### src/design/bsa_pkg.sv
// ----------------------------------------------------------------------------
// bsa_pkg
// Shared types, codes and default sizes of the bitmap slot allocator.
// ----------------------------------------------------------------------------
package bsa_pkg;

	// default sizes
	localparam int DEF_MAX_SLOTS = 256;
	localparam int DEF_WORD_BITS = 64;

	// field widths
	localparam int SLOT_W  = 8;
	localparam int LIMIT_W = 9;
	localparam int STAT_W  = 2;

	localparam logic [LIMIT_W-1:0] LIMIT_RESET = 9'd256;

	// request codes
	localparam logic REQ_ALLOC   = 1'b0;
	localparam logic REQ_RELEASE = 1'b1;

	// status codes
	localparam logic [STAT_W-1:0] ST_OK    = 2'd0;
	localparam logic [STAT_W-1:0] ST_FULL  = 2'd1;
	localparam logic [STAT_W-1:0] ST_RANGE = 2'd2;

	typedef struct packed {
		logic              req_type;
		logic [SLOT_W-1:0] slot_index;
	} req_t;

	typedef struct packed {
		logic [SLOT_W-1:0] slot_id;
		logic [STAT_W-1:0] status;
	} rsp_t;

endpackage

### src/design/bsa_ram.sv
// ----------------------------------------------------------------------------
// bsa_ram
// Generic single-write, single-read RAM with a registered read port.
// ----------------------------------------------------------------------------
module bsa_ram #(
	parameter int WIDTH = 64,
	parameter int DEPTH = 4,
	localparam int AW = (DEPTH > 1) ? $clog2(DEPTH) : 1
) (
	input  logic             clk,
	input  logic             we,
	input  logic [AW-1:0]    waddr,
	input  logic [WIDTH-1:0] wdata,
	input  logic             re,
	input  logic [AW-1:0]    raddr,
	output logic [WIDTH-1:0] rdata
);

	logic [WIDTH-1:0] mem_q [DEPTH];

	// write port
	always_ff @(posedge clk) begin
		if (we) begin
			mem_q[waddr] <= wdata;
		end
	end

	// registered read port
	always_ff @(posedge clk) begin
		if (re) begin
			rdata <= mem_q[raddr];
		end
	end

endmodule

### src/design/bitmap_slot_allocator_top.sv
// ----------------------------------------------------------------------------
// bitmap_slot_allocator_top
// Used-slot bitmap allocator: allocate finds and sets the lowest clear bit
// below the slot limit, release clears the bit of a given slot.
// ----------------------------------------------------------------------------
// The bitmap sits in one RAM of WORD_BITS-wide words with a registered read.
// After reset a clearing pass writes every map word to zero, one word a cycle;
// no request is taken during it, though slot_limit writes are. A request is
// taken only while the block is idle. An allocate scans the map words in
// order from word zero until it finds a clear bit, at most
// ceil(limit/WORD_BITS) words; the scan reads and tests one word per cycle
// through the single RAM read port. A release reads, modifies and writes back
// one map word. An out of range release, or an allocate with a limit of zero,
// gives its status without a RAM access. The result sits in an output
// register, so a stalled result only holds the next request back once that
// one is done.
// ----------------------------------------------------------------------------
module bitmap_slot_allocator_top
	import bsa_pkg::*;
#(
	parameter int MAX_SLOTS = DEF_MAX_SLOTS,
	parameter int WORD_BITS = DEF_WORD_BITS
) (
	input  logic               clk,
	input  logic               arst_n,
	input  logic               req_valid,
	output logic               req_stall,
	input  req_t               req,
	output logic               rsp_valid,
	input  logic               rsp_stall,
	output rsp_t               rsp,
	input  logic               cfg_we,
	input  logic [LIMIT_W-1:0] cfg_data
);

	localparam int MAP_WORDS = (MAX_SLOTS + WORD_BITS - 1) / WORD_BITS;
	localparam int AW        = (MAP_WORDS > 1) ? $clog2(MAP_WORDS) : 1;
	localparam int BW        = $clog2(WORD_BITS);
	localparam int BASE_W    = LIMIT_W + 1 + ((BW > LIMIT_W) ? BW - LIMIT_W : 0);
	// reciprocal for slot / WORD_BITS on an 8-bit slot
	localparam int RECIP     = (1 << 16) / WORD_BITS + 1;

	typedef enum logic [2:0] {
		S_CLEAR,
		S_IDLE,
		S_SCAN,
		S_REL,
		S_OUT
	} state_t;

	state_t               state_q;
	logic [AW-1:0]        clr_q;
	logic [AW-1:0]        word_q;
	logic [BASE_W-1:0]    base_q;
	logic [BW-1:0]        bitpos_q;
	logic [LIMIT_W-1:0]   slot_limit_q;
	rsp_t                 res_q;
	logic                 rsp_valid_q;
	rsp_t                 rsp_q;

	// ram ports
	logic                 wr_en;
	logic [AW-1:0]        wr_addr;
	logic [WORD_BITS-1:0] wr_data;
	logic                 rd_en;
	logic [AW-1:0]        rd_addr;
	logic [WORD_BITS-1:0] rd_data;

	logic                 accept;
	logic                 out_free;
	logic [LIMIT_W-1:0]   lim_eff;
	logic [BASE_W-1:0]    lim_ext;
	logic [BASE_W-1:0]    remaining;
	logic [BASE_W-1:0]    next_base;
	logic [24:0]          recip_prod;
	logic [SLOT_W-1:0]    rel_word;
	logic [15:0]          rel_word_base;
	logic [BW-1:0]        rel_bit;
	logic                 rel_in_range;
	logic [WORD_BITS-1:0] free_bits;
	logic                 found;
	logic [BW-1:0]        found_pos;
	logic [BASE_W-1:0]    found_slot;

	bsa_ram #(
		.WIDTH(WORD_BITS),
		.DEPTH(MAP_WORDS)
	) u_map (
		.clk  (clk),
		.we   (wr_en),
		.waddr(wr_addr),
		.wdata(wr_data),
		.re   (rd_en),
		.raddr(rd_addr),
		.rdata(rd_data)
	);

	// handshake
	assign accept    = req_valid && !req_stall;
	assign req_stall = (state_q != S_IDLE);
	assign out_free  = !rsp_valid_q || !rsp_stall;
	assign rsp_valid = rsp_valid_q;
	assign rsp       = rsp_q;

	// limit clipped to the map capacity
	assign lim_eff = (int'(slot_limit_q) > MAX_SLOTS) ? LIMIT_W'(MAX_SLOTS) : slot_limit_q;
	assign lim_ext = BASE_W'(lim_eff);

	// release slot split into word and bit by reciprocal multiply
	assign recip_prod    = 25'(req.slot_index) * 25'(RECIP);
	assign rel_word      = recip_prod[23:16];
	assign rel_word_base = 16'(rel_word) * 16'(WORD_BITS);
	assign rel_bit       = BW'(16'(req.slot_index) - rel_word_base);
	assign rel_in_range  = BASE_W'(req.slot_index) < lim_ext;

	// first clear bit of the current word among slots below the limit
	assign remaining = lim_ext - base_q;
	assign next_base = base_q + BASE_W'(WORD_BITS);

	always_comb begin
		for (int j = 0; j < WORD_BITS; j++) begin
			free_bits[j] = !rd_data[j] && (BASE_W'(j) < remaining);
		end
	end

	always_comb begin
		found_pos = '0;
		for (int j = WORD_BITS - 1; j >= 0; j--) begin
			if (free_bits[j]) begin
				found_pos = BW'(j);
			end
		end
	end

	assign found      = |free_bits;
	assign found_slot = base_q + BASE_W'(found_pos);

	// ram control
	always_comb begin
		wr_en   = 1'b0;
		wr_addr = word_q;
		wr_data = rd_data;
		rd_en   = 1'b0;
		rd_addr = word_q;
		unique case (state_q)
			S_CLEAR: begin
				wr_en   = 1'b1;
				wr_addr = clr_q;
				wr_data = '0;
			end
			S_IDLE: begin
				if (accept && req.req_type == REQ_ALLOC) begin
					rd_en   = (lim_eff != '0);
					rd_addr = '0;
				end else if (accept) begin
					rd_en   = rel_in_range;
					rd_addr = AW'(rel_word);
				end
			end
			S_SCAN: begin
				if (found) begin
					wr_en   = 1'b1;
					wr_data = rd_data | (WORD_BITS'(1) << found_pos);
				end else begin
					rd_en   = (next_base < lim_ext);
					rd_addr = word_q + AW'(1);
				end
			end
			S_REL: begin
				wr_en   = 1'b1;
				wr_data = rd_data & ~(WORD_BITS'(1) << bitpos_q);
			end
			S_OUT: begin
			end
			default: begin
			end
		endcase
	end

	// sequencer, limit register and output register
	always_ff @(posedge clk or negedge arst_n) begin
		if (!arst_n) begin
			state_q      <= S_CLEAR;
			clr_q        <= '0;
			word_q       <= '0;
			base_q       <= '0;
			bitpos_q     <= '0;
			res_q        <= '0;
			rsp_q        <= '0;
			slot_limit_q <= LIMIT_RESET;
			rsp_valid_q  <= 1'b0;
		end else begin
			if (cfg_we) begin
				slot_limit_q <= cfg_data;
			end

			// result word register: load a finished result, drop a taken one
			if (state_q == S_OUT && out_free) begin
				rsp_q       <= res_q;
				rsp_valid_q <= 1'b1;
			end else if (!rsp_stall) begin
				rsp_valid_q <= 1'b0;
			end

			unique case (state_q)
				S_CLEAR: begin
					clr_q <= clr_q + AW'(1);
					if (clr_q == AW'(MAP_WORDS - 1)) begin
						state_q <= S_IDLE;
					end
				end
				S_IDLE: begin
					if (accept) begin
						word_q   <= '0;
						base_q   <= '0;
						bitpos_q <= rel_bit;
						if (req.req_type == REQ_ALLOC) begin
							if (lim_eff == '0) begin
								res_q   <= '{slot_id: '0, status: ST_FULL};
								state_q <= S_OUT;
							end else begin
								state_q <= S_SCAN;
							end
						end else begin
							if (rel_in_range) begin
								word_q  <= AW'(rel_word);
								state_q <= S_REL;
							end else begin
								res_q   <= '{slot_id: '0, status: ST_RANGE};
								state_q <= S_OUT;
							end
						end
					end
				end
				S_SCAN: begin
					if (found) begin
						res_q   <= '{slot_id: SLOT_W'(found_slot), status: ST_OK};
						state_q <= S_OUT;
					end else if (next_base < lim_ext) begin
						word_q <= word_q + AW'(1);
						base_q <= next_base;
					end else begin
						res_q   <= '{slot_id: '0, status: ST_FULL};
						state_q <= S_OUT;
					end
				end
				S_REL: begin
					res_q   <= '{slot_id: '0, status: ST_OK};
					state_q <= S_OUT;
				end
				S_OUT: begin
					if (out_free) begin
						state_q <= S_IDLE;
					end
				end
				default: begin
					state_q <= S_IDLE;
				end
			endcase
		end
	end

endmodule
### config.mk
export PLATFORM = sky130hd
export DESIGN_NAME = bitmap_slot_allocator_top
export DESIGN_NICKNAME = d
export VERILOG_FILES = /design/src/design/bsa_pkg.sv /design/src/design/bsa_ram.sv /design/src/design/bitmap_slot_allocator_top.sv
export SDC_FILE = /design/constraint.sdc
export NUM_CORES = 1
export LEC_CHECK = 0
export BUFFER_PORTS_ARGS = -buffer_cell sky130_fd_sc_hd__buf_2
export CORE_MARGIN = 2
export CORE_UTILIZATION = 31
export CTS_BUF_LIST = sky130_fd_sc_hd__clkbuf_8
export DETAILED_ROUTE_END_ITERATION = 10
export PLACE_DENSITY_LB_ADDON = 0.25
export SLEW_MARGIN = 25
export SYNTH_ARGS = -nofsm -noshare
export SYNTH_HDL_FRONTEND = slang
export SYNTH_SLANG_ARGS = --single-unit
export TNS_END_PERCENT = 100
### constraint.sdc
create_clock -name clk -period 8.6 [get_ports clk]
set_input_delay 1.29 -clock clk [delete_from_list [all_inputs] [get_ports clk]]
set_output_delay 1.29 -clock clk [all_outputs]
set_load 0.02 [all_outputs]
==> impl_metrics.ini, run 1 <==
[critical_path]
required_ps = 8960
startpoint_type = register
critPathBufInv = 5
cp-end-kind = register
cp.arrival_ps = 7520
cpLargestDelayFamily = compound AO/OA/AOI/OAI gates
crit_chain = inv_1 > nand2_1 > inv_1 > ha_1 > nand2_1 > a2111o_1 > a211oi_4 > buf_4 > a31oi_1 > nor4_4 > nand4_2 > nor3_2 > buf_4 > a311oi_1 > a311oi_4 > buf_4 > mux2i_1 > mux2i_1
slowest_delay_ps = 890
critical_path_class = register to register
cpMostUsedCell = buf_4
cp_max_fo = 26
critPathSlowestCell = a311oi_4

[logic_synthesis]
yosysWarnings = 0
ys_top_cells_by_area = edfxtp_1 (51%), mux2i_1 (10%), dfrtp_1 (6.2%)
synth-seq-area-share_pct = 57.64
syn-mean-instance-area_um2 = 12.29
synth_common_cells = edfxtp_1 (320), mux2i_1 (194), o21ai_0 (112)
ys_async_sr_fraction_pct = 12.81
ys_types = 95
synth_area_mm2 = 0.01871
synth-seq-cells = 367
yosysMostFrequentCell = edfxtp_1
synth_top_area_cell = edfxtp_1
synth_top_area_share_pct = 51.35
synth_edf_count = 320
syn_inst = 1523
synth-main-ff-cell = edfxtp_1

[floorplan]
die_w_um = 249.7
fp.dieH_um = 249.7
fp-row-count = 90
coreArea_mm2 = 0.06002
ios = 35
initial_utilization_pct = 31.18
die-area_mm2 = 0.06235

[cts]
numCtsBuffers = 66
clock_path_buffers = 3
clk_pin_slew_worst_paths_ps = 60
root_buffer = clkbuf_8
htree_levels = 3
worst_skew_pair.late_latency_ps = 670
holdBufCountCts = 0
cts_resized = 0
tritoncts = done
clock-sinks = 367
post_cts_buffers = 0

[placement]
placed_cell_area_mm2 = 0.01979
dp_hpwl_mm = 42.87
place_congestion = 0.9831
io_buffers = 34

[timing]
hold_violations = 0
slew-limit-headroom_pct = 27.91
fin_setup_tns_ps = 0
setup_viol = 0
slew_viol_final = 0
layout_min_cycle_time_ps = 7154
clock_skew_ps = 53.99
worst_pin_slew_ps = 1072
rsz0062_at_grt = no
finalCritPeriodShare_pct = 83.19
max_freq_ghz = 0.1398

[route]
drc_errors = 0
viasPerCell = 5.608
firstDrtPassIters = 7
drtAntennaViolNets = 0
routed_wl_mm = 61.13
vias = 13540
drtIter0Drc = 1283
wire_per_inst_um = 25.32

[cells_and_area]
nets = 1622
drive_above_1_share_pct = 14.77
register_area_mm2 = 0.01079
area_growth_pct = 12.66
final_util_pct = 35.13
n_antenna_cell = 0
stdcell_area_mm2 = 0.02108
fillCellCount = 5951
multi_input_area_mm2 = 0.007370

[global_routing]
grt_usage_pct = 19.51
antenna_found_initial = 1
grt_pass1_vias = 13360
grt_overflow_total = 0
grt_pass1_wl_mm = 89.94
grt_max_degree = 57

[power_and_ir_drop]
power_density_mw_per_mm2 = 364.5
leakage_nw = 8.264
irDropWorstVdd_mv = 0.1934

[hold_path]
min_path_type = register to register

[status]
status = completed

[flow_run]
max-cap-violations = 0
cell usage in the layout (no fill, tap or decap), types with 14 or more instances in the layout:
cell	netlist	layout
edfxtp_1	320	320
mux2i_1	194	194
o21ai_0	112	112
a21oi_1	108	107
nand2_1	79	77
nor2_1	76	72
clkbuf_8	0	68
dfrtp_1	46	46
inv_1	29	45
a31oi_1	40	40
buf_4	4	37
buf_2	11	33
mux2_2	26	26
nand3_1	24	24
nor3_1	24	24
nand2b_1	23	23
a21o_1	21	21
o21ai_1	21	21
ha_1	18	18
clkinv_1	2	15
nor2b_1	15	14
state kept, by name, indices dropped and copies added, names as in the netlist:
signal / count
u_map.rdata: 64
rsp_valid: 1
clr_q: 2
word_q: 2
bitpos_q: 6
res_q: 10
base_q: 4
u_map.mem_q: 256
slot_limit_q: 9
rsp: 10
state_q: 3
per-layer routing:
layer	part of all wire (%)	GRT usage, %	up-vias
met4	4.6	9.363	2
li1	-	-	6045
met5	0.021	0	-
met3	6.3	4.360	154
met1	44	25.98	6803
met2	45	30.08	533
worst reg2reg max path, delay by kind of cell (launching register included):
family	cells	cell delay, ps
AO/OA/AOI/OAI	5	2660
adder cells (fa/ha/maj)	1	330
buffers and inverters	5	1450
flip-flops	1	810
multiplexers	2	360
AND/OR/NAND/NOR	5	1260
path summary, 6_finish.rpt:
kind	slack, ps	cells after the start	to	startpoint
max in group asynchronous	7490	1	res_q[2]	arst_n
hold / removal	490	1	res_q[2]	res_q[2]
min in group asynchronous	640	1	base_q[8]	arst_n
setup reg to reg	1450	18	u_map.rdata[7]	slot_limit_q[8]
setup / recovery	1450	18	u_map.rdata[7]	slot_limit_q[8]
hold reg to reg	490	1	res_q[2]	res_q[2]
cell families (layout without fill, tap and decap cells):
kind of cell	count (synthesis)	after routing	synth area share, %
compound gates	454	454	15.64
buf+inv	117	225	3.323
mux	220	220	11.94
other cells	2	3	0.04013
simple gates	334	334	9.695
xor+xnor	11	11	0.5148
fa+ha+maj	18	18	1.204
flops	367	367	57.64
cell type report:
class	count	share of cell area (%)
clock inverter	51	1.715
clock buffer	68	4.439
multi-input combinational	1040	34.96
sequential	367	51.16
inverter	32	0.5697
tap	782	4.641
timing repair buffer	74	2.516
power breakdown:
part,internal [W],total (W),switching [W]
sequential,0.00295,0.00335,0.000399
clock,0.000867,0.00160,0.000734
combinational,0.000875,0.00273,0.00186
stage by stage:
step,setup WS [ps],cells,power [W],hold WS (ps)
6_report,1446,2414,0.007684,493.2
2_1_floorplan,2201,1524,0.005039,445.7
3_5_place_dp,1570,2295,0.006090,479.2
3_3_place_gp,1715,2293,0.006025,472.6
4_1_cts,1496,2414,0.007733,492.3
5_1_grt,1060,2414,0.008100,513.8
No activity file was read; power rests on OpenSTA's default activity.
==> run 2: changes to the inputs <==
- ABC_AREA: default -> 1
- clock period: 8.6 -> 6.2 ns (I/O delays scaled with it)
==> run 2 against run 1 <==
Net effect: the run now ends with setup timing left; die area is 4.7% lower; total power rose by 47%; critical endpoint is now u_map.rdata[26]; area after synthesis fell by 4.8%; sequential power increased by 38%; synthesized cell count is 22% higher; flip-flop and latch count did not move; global-route usage decreased by 0.54 points; setup slack got worse by 1600 ps; first-iteration DRC count rose by 5.9%; clock-buffer cell count fell by 7.
==> impl_metrics.ini, run 2 <==
[placement]
dp_hpwl_mm = 38.50
dpl.cell_count = 2686
place_congestion = 1.025
io_buffers = 34

[cts]
htree_levels = 2
worst_skew_pair.late_latency_ps = 690
root_buffer = clkbuf_8
numCtsBuffers = 61
clk_pin_slew_worst_paths_ps = 80
tritoncts = done
clock_path_buffers = 3
clock-sinks = 367

[route]
drtIter0Drc = 1359
drc_errors = 0
drtAntennaViolNets = 0
wire_per_inst_um = 20.42
vias = 14460
viasPerCell = 5.152
firstDrtPassIters = 5
routed_wl_mm = 57.31

[global_routing]
grt_pass1_vias = 13980
grt_overflow_total = 0
grt_max_degree = 75
grt_pass1_wl_mm = 85.71
antenna_found_initial = 1
grt_usage_pct = 18.97

[logic_synthesis]
syn_inst = 1859
synth-seq-area-share_pct = 60.53
ys_types = 51
synth_top_area_share_pct = 53.92
synth-seq-cells = 367
yosysMostFrequentCell = nand2_1
synth-main-ff-cell = edfxtp_1
synth_top_area_cell = edfxtp_1
synth_area_mm2 = 0.01782
ys_async_sr_fraction_pct = 12.81
yosysWarnings = 0
synth_common_cells = nand2_1 (362), edfxtp_1 (320), nor2_1 (272)
synth_edf_count = 320
ys_top_cells_by_area = edfxtp_1 (54%), nand2_1 (7.6%), dfrtp_1 (6.5%)
syn-mean-instance-area_um2 = 9.586

[cells_and_area]
largest_reg_flops = 256
drive_above_1_share_pct = 19.72
area_growth_pct = 21.60
final_util_pct = 38.28
nets = 2042
largest_register = u_map.mem_q
finalNonFillerCells = 2807
largest_registers = u_map.mem_q x256, u_map.rdata x64
fillCellCount = 5703
final_common_cell = nand2_1
final_cell_mix = nand2_1 (350), edfxtp_1 (320), nor2_1 (255), o21ai_0 (201), inv_1 (154)

[timing]
worst_pin_slew_ps = 1061
hold_violations = 0
layout_min_cycle_time_ps = 6371
fin_setup_tns_ps = -7636
worst_slack_ps = -170.5
max_freq_ghz = 0.1570
slew_viol_final = 0
setup_viol = 155
rsz0062_at_grt = yes
slew-limit-headroom_pct = 29.17
finalCritPeriodShare_pct = 102.8
clock_skew_ps = 55.91

[status]
failed_checks = setup timing
status = complete, but fails checks

[critical_path]
required_ps = 6690
reg2reg_slack_ps = -170
critPathSlowestCell = dfrtp_1
critical_path_class = register to register
slowest_delay_ps = 390
startpoint_type = register
cp-end-kind = register
cp_max_fo = 74
cp.arrival_ps = 6870

[floorplan]
initial_utilization_pct = 31.48
coreArea_mm2 = 0.05660
fp-row-count = 87
die-area_mm2 = 0.05942
ios = 35
fp.dieH_um = 243.8
die_w_um = 243.8

[power_and_ir_drop]
power_density_mw_per_mm2 = 520.2
leakage_nw = 8.201
irDropWorstVdd_mv = 0.2770

[flow_run]
max-cap-violations = 0

[hold_path]
min_path_type = input port to async pin
run 2: where the power goes:
group	leakage, nW	internal [W]	switching, W
logic	3.97	0.00140	0.00317
registers	3.58	0.00424	0.000365
clock network	0.654	0.00110	0.00100
total	8.20	0.00674	0.00454
run 2: what timing repair did:
item	in CTS	in global routing
pin swaps	32	33
hold buffers	0	0
endpoints found under the setup margin	258	628
buffers inserted	9	6
resized for setup	99	72
gates cloned	1	0
run 2: cell families (layout without fill, tap and decap cells):
| group | Yosys count | count (layout) | synth area share [%] |
|---|---|---|---|
| other | 2 | 5 | 0.04214 |
| AOI/OAI and AO/OA | 418 | 418 | 13.45 |
| and+or+nand+nor | 806 | 806 | 18.91 |
| xor gates and xnor gates | 6 | 6 | 0.2949 |
| adders and majority gates | 18 | 18 | 1.264 |
| buffers and inverters | 239 | 428 | 5.315 |
| DFF | 367 | 367 | 60.53 |
| muxes | 3 | 3 | 0.1896 |
run 2: worst paths after layout:
kind                                  from              end  cells past startpoint
max                        slot_limit_q[6]  u_map.rdata[26]                     36
min                                 arst_n         res_q[4]                      1
max reg2reg                slot_limit_q[6]  u_map.rdata[26]                     36
min reg2reg                         rsp[9]           rsp[9]                      2
max in group asynchronous           arst_n  slot_limit_q[4]                      1
min in group clk               cfg_data[8]  slot_limit_q[8]                      3
run 2: metrics by stage:
step | worst slack [ps] | hold WS (ps) | total power (W) | area [µm²]
4_1_cts | -109.2 | 230.7 | 0.01124 | 21290
2_1_floorplan | -333.1 | 438.0 | 0.007207 | 17840
3_3_place_gp | -497.2 | 467.0 | 0.008916 | 19620
6_report | -170.5 | 284.3 | 0.01127 | 21670
3_5_place_dp | -398.7 | 468.2 | 0.008987 | 19620
5_1_grt | -965.1 | 290.6 | 0.01199 | 21670
run 2: final cells by class:
cell class                      instances  area, µm²  area share, %
Clock buffer                           61      839.6          3.874
Antenna cell                            2      5.005        0.02309
Timing Repair Buffer                  161       1280          5.906
Sequential cell                       367      10790          49.77
Inverter                              155      590.6          2.725
Multi-Input combinational cell       1254       6867          31.69
Clock inverter                         50      349.1          1.611
Tap cell                              756      945.9          4.365
Timing Repair inverter                  1      7.507        0.03464
run 2: metal layers:
layer  wire length [µm]  up-vias  track usage [%]
li1                   -     6774                -
met1              24680     7058            24.83
met2              26640      531            30.67
met3               4202       98            3.855
met4               1782        0            7.765
met5                  0        -                0
run 2: worst max-delay path: cells and delay by family, from the launching register on:
kind	cells	cell delay (ps)
AOI/OAI and AO/OA	7	1470
adders and majority gates	1	210
buffers and inverters	10	1190
DFF	1	390
and+or+nand+nor	18	2870
